--- config.mk ---
export PLATFORM = sky130hd
export DESIGN_NAME = pccm_front
export DESIGN_NICKNAME = d
export VERILOG_FILES = /design/src/rtl/core/pccm_pkg.sv /design/src/rtl/core/pccm_front.sv
export SDC_FILE = /design/constraint.sdc
export NUM_CORES = 1
export LEC_CHECK = 0
export ABC_AREA = 1
export BUFFER_PORTS_ARGS = -buffer_cell sky130_fd_sc_hd__buf_2
export CAP_MARGIN = 20
export CORE_UTILIZATION = 39
export CTS_BUF_LIST = sky130_fd_sc_hd__clkbuf_16
export DETAILED_ROUTE_END_ITERATION = 8
export GPL_TIMING_DRIVEN = 0
export PLACE_DENSITY_LB_ADDON = 0.15
export SLEW_MARGIN = 0
export SYNTH_ARGS = -nofsm -noshare
export SYNTH_HDL_FRONTEND = slang
export SYNTH_SLANG_ARGS = --single-unit
--- constraint.sdc ---
create_clock -name clk -period 2.4 [get_ports clk]
set_input_delay 0.6 -clock clk [delete_from_list [all_inputs] [get_ports clk]]
set_output_delay 0.6 -clock clk [all_outputs]
set_load 0.02 [all_outputs]
--- src/rtl/core/pccm_pkg.sv ---
// ----------------------------------------------------------------------------
// pccm_pkg
// Shared widths, defaults and status types for the pair-counting
// confusion matrix block.
// ----------------------------------------------------------------------------
package pccm_pkg;

	// field widths at the ports
	localparam int LABEL_W   = 16;
	localparam int PAIR_W    = 19;
	localparam int COUNT_W   = 11;

	// parameter defaults
	localparam int MAX_ELEMENTS_DEF = 1024;
	localparam int LABEL_BITS_DEF   = 16;
	localparam int QUEUE_DEPTH_DEF  = 2;

	// status of the back end, seen by the top level
	typedef struct packed {
		logic counting;   // pair loop running
		logic finishing;  // counts final, waiting for the output register
		logic pop;        // a queued word is taken this cycle
	} pccm_stat_t;

endpackage

--- src/rtl/core/pccm_front.sv ---
// ----------------------------------------------------------------------------
// pccm_front
// Accepts input words, decides store or drop against capacity, tracks the
// element count and the drop flag of the current set, and pushes one
// classified word into the queue per accepted input.
// ----------------------------------------------------------------------------
module pccm_front
	import pccm_pkg::*;
#(
	parameter int MAX_ELEMENTS = MAX_ELEMENTS_DEF,
	parameter int LABEL_BITS   = LABEL_BITS_DEF,
	localparam int CW = $clog2(MAX_ELEMENTS + 1)
) (
	input  logic                  clk,
	input  logic                  arst_n,
	input  logic                  in_valid,
	output logic                  in_ready,
	input  logic [LABEL_W-1:0]    label_first,
	input  logic [LABEL_W-1:0]    label_second,
	input  logic                  last,
	input  logic                  q_full,
	output logic                  q_push,
	output logic [LABEL_BITS-1:0] p_label_first,
	output logic [LABEL_BITS-1:0] p_label_second,
	output logic [CW-1:0]         p_cnt,
	output logic                  p_store,
	output logic                  p_last,
	output logic                  p_ovf
);

	logic [CW-1:0] cnt_q;
	logic          drop_q;

	// accept whenever the queue has room
	assign in_ready = !q_full;
	assign q_push   = in_valid && in_ready;

	// classify the word
	assign p_store        = cnt_q < CW'(MAX_ELEMENTS);
	assign p_label_first  = LABEL_BITS'(label_first);
	assign p_label_second = LABEL_BITS'(label_second);
	assign p_cnt          = cnt_q;
	assign p_last         = last;
	assign p_ovf          = drop_q || !p_store;

	// advance count and drop flag, clear both at the end of a set
	always_ff @(posedge clk or negedge arst_n) begin
		if (!arst_n) begin
			cnt_q  <= '0;
			drop_q <= 1'b0;
		end else if (q_push) begin
			if (last) begin
				cnt_q  <= '0;
				drop_q <= 1'b0;
			end else begin
				cnt_q  <= cnt_q + CW'(p_store);
				drop_q <= p_ovf;
			end
		end
	end

endmodule

==> impl_metrics.env <==
export IMPL_status="complete, no violations"
export IMPL_coreArea_mm2=0.00221
export IMPL_dp_cells=203
export IMPL_maxCapViolCount=0
export IMPL_synth_top_cells_by_count="33 x buf_4, 24 x nand2_1, 15 x nor2_1"
export IMPL_synth_most_common_cell="buf_4"
export IMPL_grt_max_degree=13
export IMPL_ff_latch_area_um2=300
export IMPL_ant_nets=0
export IMPL_period_share=0.745
export IMPL_syn_instance_count=123
export IMPL_clk_pin_slew_worst_paths_ns=0.04
export IMPL_max_slew_margin_rel=0.812
export IMPL_die_x_um=50.6
export IMPL_num_vias=933
export IMPL_rows=17
export IMPL_drt_wl_total_um=1950
export IMPL_grt_pass1_wl_um=2970
export IMPL_syn_area_um2=920
export IMPL_drt_initial_drc_count=19
export IMPL_htree_levels=1
export IMPL_nets=219
export IMPL_maxSlewViolCount=0
export IMPL_setup_violations=0
export IMPL_hold_buffers=0
export IMPL_antenna_cells=0
export IMPL_end_kind="primary output"
export IMPL_finalWeightedCongestion=0.708
export IMPL_avgSynthCellArea_um2=7.48
export IMPL_fmax_mhz=559
export IMPL_cp_slowest_cell="buf_2"
export IMPL_start_util=0.416
export IMPL_worstSetupPathType="in2out"
export IMPL_fin_ws_ns=0.611
export IMPL_yosysSeqAreaShare=0.327
export IMPL_yosys_warnings=0
export IMPL_ys_flop_type="dfrtp_1"
export IMPL_cp_slowest_stage_delay_ns=0.18
export IMPL_path_cells="buf_2 > inv_2 > nand2_4 > inv_1 > buf_2"
export IMPL_antenna_found_initial=0
export IMPL_grtUsageTotal=0.159
export IMPL_async_flop_share=1.00
export IMPL_overflow=0
export IMPL_cp_arrival_ns=1.19
export IMPL_timing_setup_tns_ns=0
export IMPL_wl_per_cell_um=9.45
export IMPL_hold_viol=0
export IMPL_yosys_top_cells_area="dfrtp_1 33%, buf_4 27%, nand2_1 9.8%"
export IMPL_clock_skew_final_ns=0.00336
export IMPL_tightestPinTransition_ns=0.282
export IMPL_pre_cts_slack_ns=0.601
export IMPL_hpwl_um=1560
export IMPL_synth_seq_cells=12
export IMPL_stdcell_count=206
export IMPL_cts_sink_count=12
export IMPL_synth_nets=162
export IMPL_multiInputGateArea_um2=327
export IMPL_clk_latency_ns=0.24
export IMPL_irDropWorstVdd_uv=388
export IMPL_crit_fanout=9
export IMPL_numCtsBuffers=3
export IMPL_required_ns=1.80
export IMPL_placement_io_buffers=52
export IMPL_syn_to_final_growth_pct=40.3
export IMPL_synthDominantCellAreaShare=0.327
export IMPL_synth_cell_type_count=16
export IMPL_n_fill_cell=217
export IMPL_clock_path_buffers=2
export IMPL_finalCriticalPeriod_ns=1.79
export IMPL_p_per_area_mw_per_mm2=556
export IMPL_synth_top_area_cell="dfrtp_1"
export IMPL_drc_errors=0
export IMPL_cts_root_buf="clkbuf_16"
export IMPL_io_pin_count=85
export IMPL_dieArea_mm2=0.00256
export IMPL_die_h_um=50.6
export IMPL_viasPerCell=4.53
export IMPL_min_delay_path_class="in2async"
export IMPL_post_cts_resized=0
export IMPL_postCtsSetupBuffers=0
export IMPL_synth_edf_count=0
export IMPL_crit_top_cell="buf_2"
export IMPL_start_kind="input pin"
export IMPL_leakage_nw=0.751
export IMPL_drive_gt1_frac=0.534
export IMPL_grt_pass1_vias=726
export IMPL_firstDrtPassIters=3
export IMPL_cts_tree="built"
export IMPL_rsz0062_at_grt="false"
[final timing paths]
check,endpoint,cells after the start,slack [ns],start
min in group clk,p_cnt[0]$_DFFE_PN0P_,2,0.53,p_cnt[0]$_DFFE_PN0P_
max,q_push,5,0.61,q_full
max in group asynchronous,drop_q$_DFFE_PN0P_,1,1.94,arst_n
min,p_cnt[0]$_DFFE_PN0P_,1,0.23,arst_n
min reg2reg,p_cnt[0]$_DFFE_PN0P_,2,0.53,p_cnt[0]$_DFFE_PN0P_
max reg2reg,p_cnt[10]$_DFFE_PN0P_,8,0.83,p_cnt[10]$_DFFE_PN0P_
[area by class of cell]
cell class,instances,area share
buffer,33,0.192
clock buffer,3,0.0582
inverter,12,0.0349
multi-input combinational,66,0.253
sequential,12,0.233
tap,28,0.0272
timing repair buffer,52,0.202
[registers in the layout, indices dropped and copies added (netlist names)]
register	cells
p_cnt	11
drop_q	1
[cell usage in the layout (no fill, tap or decap)]
master and n:
nor2_1 15, nor2_2 1, buf_2 52, o21ai_0 4, nand3_2 1, nor2_4 2, dfrtp_1 12, nand3_1 5
a21oi_1 5, nand2_1 24, inv_1 10, nand2_4 1, inv_2 2, buf_4 33, clkbuf_16 3, nand4_1 4
nor3_1 2, ha_1 2
[stage by stage]
stage / instance area [um^2] / hold WS, ns / power (mW) / utilization
after global routing: 1290 / 0.256 / 0.751 / 0.583
after CTS: 1290 / 0.244 / 0.726 / 0.583
after floorplan: 920 / 0.304 / 0.365 / -
final: 1290 / 0.232 / 0.717 / 0.583
after detailed placement: 1210 / 0.498 / 0.421 / 0.549
after global placement: 1210 / 0.495 / 0.419 / 0.549
[power by group]
group / switching [mW] / leakage, nW / total (mW) / internal (mW)
Sequential: 0.0142 / 0.163 / 0.230 / 0.216
Combinational: 0.106 / 0.551 / 0.185 / 0.0796
Clock: 0.0848 / 0.0370 / 0.302 / 0.217
Total: 0.205 / 0.751 / 0.717 / 0.513
[cell families (layout without fill, tap and decap cells)]
group,count (synthesis),after routing,share of synthesized area
simple gates,55,55,0.279
buf+inv,45,100,0.318
flops,12,12,0.327
compound gates,9,9,0.0490
fa+ha+maj,2,2,0.0272
[layer usage]
layer  GRT usage  up-vias  share of wire
met4      0.0972        0          0.023
met3      0.0364        5           0.12
met2       0.284       59           0.48
met1       0.166      399           0.37
met5           0        -              0
li1            -      470              -
[worst max-delay path, delay by kind of cell]
kind                   cells  cell delay [ns]
and+or+nand+nor            1             0.09
buffers and inverters      4             0.49
No activity file was read; power rests on OpenSTA's default activity.
