### config.mk
export PLATFORM = sky130hd
export DESIGN_NAME = pccm_queue
export DESIGN_NICKNAME = d
export VERILOG_FILES = /design/src/rtl/core/pccm_pkg.sv /design/src/rtl/core/pccm_queue.sv
export SDC_FILE = /design/constraint.sdc
export NUM_CORES = 1
export LEC_CHECK = 0
export BUFFER_PORTS_ARGS = -buffer_cell sky130_fd_sc_hd__buf_2
export CORE_MARGIN = 2
export CORE_UTILIZATION = 52
export CTS_BUF_LIST = sky130_fd_sc_hd__clkbuf_2
export DETAILED_ROUTE_END_ITERATION = 10
export PLACE_DENSITY = 0.79
export SYNTH_ARGS = -nofsm -noshare
export SYNTH_HDL_FRONTEND = slang
export SYNTH_SLANG_ARGS = --single-unit
### constraint.sdc
create_clock -name clk -period 1.7 [get_ports clk]
set_clock_uncertainty 0.05 [all_clocks]
set_input_delay 0.17 -clock clk [delete_from_list [all_inputs] [get_ports clk]]
set_output_delay 0.17 -clock clk [all_outputs]
set_load 0.005 [all_outputs]
### src/rtl/core/pccm_pkg.sv
// ----------------------------------------------------------------------------
// pccm_pkg
// Shared widths, defaults and status types for the pair-counting
// confusion matrix block.
// ----------------------------------------------------------------------------
package pccm_pkg;

	// field widths at the ports
	localparam int LABEL_W   = 16;
	localparam int PAIR_W    = 19;
	localparam int COUNT_W   = 11;

	// parameter defaults
	localparam int MAX_ELEMENTS_DEF = 1024;
	localparam int LABEL_BITS_DEF   = 16;
	localparam int QUEUE_DEPTH_DEF  = 2;

	// status of the back end, seen by the top level
	typedef struct packed {
		logic counting;   // pair loop running
		logic finishing;  // counts final, waiting for the output register
		logic pop;        // a queued word is taken this cycle
	} pccm_stat_t;

endpackage

### src/rtl/core/pccm_queue.sv
// ----------------------------------------------------------------------------
// pccm_queue
// Small first-in first-out buffer between the front and the back end.
// ----------------------------------------------------------------------------
module pccm_queue
	import pccm_pkg::*;
#(
	parameter int W     = 8,
	parameter int DEPTH = QUEUE_DEPTH_DEF,
	localparam int PW = (DEPTH > 1) ? $clog2(DEPTH) : 1,
	localparam int NW = $clog2(DEPTH + 1)
) (
	input  logic         clk,
	input  logic         arst_n,
	input  logic         push,
	input  logic [W-1:0] push_data,
	output logic         full,
	input  logic         pop,
	output logic         valid,
	output logic [W-1:0] pop_data
);

	logic [W-1:0]  mem_q [DEPTH];
	logic [PW-1:0] wr_ptr_q;
	logic [PW-1:0] rd_ptr_q;
	logic [NW-1:0] fill_q;

	assign full     = fill_q == NW'(DEPTH);
	assign valid    = fill_q != '0;
	assign pop_data = mem_q[rd_ptr_q];

	// hold pushed words
	always_ff @(posedge clk) begin
		if (push) begin
			mem_q[wr_ptr_q] <= push_data;
		end
	end

	// advance pointers and fill level
	always_ff @(posedge clk or negedge arst_n) begin
		if (!arst_n) begin
			wr_ptr_q <= '0;
			rd_ptr_q <= '0;
			fill_q   <= '0;
		end else begin
			if (push) begin
				wr_ptr_q <= (wr_ptr_q == PW'(DEPTH - 1)) ? '0 : wr_ptr_q + PW'(1);
			end
			if (pop) begin
				rd_ptr_q <= (rd_ptr_q == PW'(DEPTH - 1)) ? '0 : rd_ptr_q + PW'(1);
			end
			fill_q <= fill_q + NW'(push) - NW'(pop);
		end
	end

endmodule

==> flow_summary.rst <==
.. list-table::
   :header-rows: 1

   * - Metric
     - Value
   * - Result of the run
     - finished, final reports clean
   * - Worst path cell trace
     - mux2_4 > buf_2
   * - Boundary pin count
     - 22
   * - Clock latency on the worst-skew pair
     - 0.27 ns
   * - Per-instance average area after synthesis
     - 20.3 um2
   * - Kind of critical path
     - reg -> out
   * - Final worst-path cycle share
     - 0.887
   * - Fmax
     - between 600 and 700 MHz
   * - Worst Max-Slew Pin Slew
     - between 0.3 and 0.4 ns
   * - Post-Syn Area
     - a little over 800 um2
   * - Worst EP required
     - ~1.5 ns
   * - Largest net degree at the start of global routing
     - 12
   * - Count of maximum capacitance violations
     - 0
   * - CP Launch Type
     - register
   * - Antenna Nets Post-Route
     - 0
   * - Wire length per cell
     - around 12 um
   * - Initial cell density of the core
     - 0.545
   * - Headroom to the max-slew limit
     - 0.745
   * - GPL Wtd Cong
     - ~0.65
   * - Post-synthesis register bit count
     - 20
   * - Final hold violation count
     - 0
   * - Number of endpoints failing setup at the final stage
     - 0
   * - DR iter-0 viols
     - 5
   * - Area of placed instances
     - 940 um2
   * - Die Width
     - 43.5 um
   * - Data arrival, critical path
     - 1.29 ns
   * - Synthesis-to-layout area growth
     - 25.9%
   * - Number of slew-limit violations in the final report
     - 0
   * - Tot Pwr
     - approximately 1.4 mW
   * - Clk buf depth
     - 2
   * - Filler Cell Count
     - 113
   * - CP bufs+invs
     - 1
   * - Seq/Total Area, Yosys
     - 0.716
   * - Die Y
     - 43.5 um
   * - Number of setup buffers added after CTS
     - 0
   * - # diodes
     - 0
   * - Final core area utilization
     - 0.686
   * - Number of clock buffers inserted by TritonCTS
     - 3
   * - RSZ-0062 raised after global routing
     - no
   * - Htree depth
     - 1
   * - Synthesized instance count
     - 40
   * - Tmin final
     - between 1.5 and 2 ns
   * - Power density over the cells
     - between 1000 and 1500 mW/mm2
   * - Number of global-route vias before repair
     - 431
   * - Clock sinks
     - 20
   * - Delay-heaviest family, CP
     - flip-flops
   * - Most common library cell in the layout ignoring fill and taps
     - sky130_fd_sc_hd__buf_2
   * - Setup Total Neg Slack
     - 0 ns
   * - Worst min path class
     - in -> reg
   * - Total leakage power
     - 0.455 nW
   * - Critical Path Fanout Max
     - 9
   * - Pre-antenna DRT Iters
     - 4
   * - Net count reported at finish
     - 87
   * - Category of the worst setup path capture point
     - primary output
   * - Die ar.
     - ~0.0019 mm2
   * - Clock Pin Slew Worst Setup and Hold Paths
     - roughly 0.15 ns
   * - CTS tree
     - built
   * - Number of rows created at floorplan
     - 14
   * - IR drop worst, VDD
     - roughly 810 uV
   * - CTS root buffer
     - sky130_fd_sc_hd__clkbuf_2
   * - Detailed-route vias per instance
     - 4.86
   * - Final instance area
     - around 0.0010 mm2
   * - Total length of routed wires
     - between 1 and 1.5 mm
   * - First-pass GRT wire length
     - approximately 1.8 mm
   * - Highest-count cells in the layout ignoring fill and taps
     - sky130_fd_sc_hd__buf_2 (21), sky130_fd_sc_hd__edfxtp_1 (16), sky130_fd_sc_hd__mux2_4 (8)
   * - Total gr overflow
     - 0
   * - Layout cells sized above 1
     - 0.514
   * - Total via count in the routed design
     - 428
   * - Number of synthesis warnings
     - 0
   * - Number of library cell types mapped by synthesis
     - 11
   * - Std-Cell Core Area
     - ~0.0015 mm2
   * - Antenna violations before repair
     - 0
   * - Count of buffers inserted at the top-level ports
     - 21
   * - Overall global routing resource usage
     - 0.129
   * - Post-DP HPWL
     - 792 um
   * - DRC violation count after routing
     - 0
   * - Standard cell with the maximum stage delay on the critical path
     - sky130_fd_sc_hd__dfrtp_2
   * - Stage delay of the slowest cell on the critical path
     - approximately 0.56 ns
   * - Post-Syn Nets
     - 54
cells by family after synthesis:
| logic type | after synthesis | share of synthesized area |
|---|---|---|
| simple gates | 4 | 0.0309 |
| flops | 20 | 0.716 |
| mux | 8 | 0.148 |
| xor+xnor | 3 | 0.0509 |
| buf+inv | 3 | 0.0232 |
| fa+ha+maj | 2 | 0.0309 |
worst paths after layout:
kind | startpoint | endpoint | slack [ns] | cells past startpoint
worst min-delay path | push_data[7] | mem_q[1][7]$_DFFE_PP_ | 0.02 | 1
worst max register to register | fill_q[0]$_DFF_PN0_ | fill_q[1]$_DFF_PN0_ | 0.25 | 5
worst min register to register | wr_ptr_q$_DFFE_PN0P_ | wr_ptr_q$_DFFE_PN0P_ | 0.44 | 1
worst max-delay path | rd_ptr_q$_DFFE_PN0P_ | pop_data[1] | 0.19 | 2
min in group asynchronous | arst_n | rd_ptr_q$_DFFE_PN0P_ | 0.15 | 2
max in group asynchronous | arst_n | rd_ptr_q$_DFFE_PN0P_ | 1.33 | 2
layer usage:
layer	vias up	track usage	wire (um)
met3	0	0.0250	45
met1	202	0.167	466
met5	-	0	0
li1	212	-	-
met2	14	0.233	572
met4	0	0.0182	0
timing repair:
action	4_1_cts	5_1_grt
endpoints found under the setup margin	0	8
endpoints found under the hold margin	14	0
gates resized for setup	0	1
hold buffers	6	0
through the flow:
stage | hold slack (ns) | setup WS [ns] | std cells
2_1_floorplan | -0.176 | 0.345 | 40
3_3_place_gp | -0.0714 | 0.333 | 78
3_5_place_dp | -0.0699 | 0.267 | 78
4_1_cts | 0.0105 | 0.0294 | 88
5_1_grt | 0.00570 | 0.127 | 88
6_report | 0.0217 | 0.191 | 88
cell usage after synthesis:
library cell               count  share of area
sky130_fd_sc_hd__edfxtp_1     16           0.59
sky130_fd_sc_hd__and2_1        1         0.0077
sky130_fd_sc_hd__buf_6         1          0.014
sky130_fd_sc_hd__xor3_1        1          0.029
sky130_fd_sc_hd__or2_2         1         0.0077
sky130_fd_sc_hd__mux2_4        8           0.15
sky130_fd_sc_hd__xor2_1        2          0.022
sky130_fd_sc_hd__inv_1         2         0.0093
sky130_fd_sc_hd__nor2b_1       2          0.015
sky130_fd_sc_hd__dfrtp_1       4           0.12
sky130_fd_sc_hd__ha_1          2          0.031
registers in the layout (all words and copies together), names as in the netlist:
signal and count:
wr_ptr_q 1, rd_ptr_q 1, mem_q 16, fill_q 2
report_power, final:
part	switching (mW)	leakage (nW)	total (mW)	internal (mW)
sequential	0.0977	0.196	0.766	0.668
clock	0.127	0.0166	0.190	0.0624
combinational	0.151	0.243	0.470	0.319
total	0.376	0.455	1.43	1.05
layout make-up:
class,count,area (um2),share of cell area
clock buffers,4,20.0,0.0196
multi-input cells,17,211,0.207
inverters,2,7.51,0.00735
repair buffers,29,180,0.176
flip-flops and latches,20,582,0.570
well taps,16,20.0,0.0196
(Power assumes the default switching activity.)
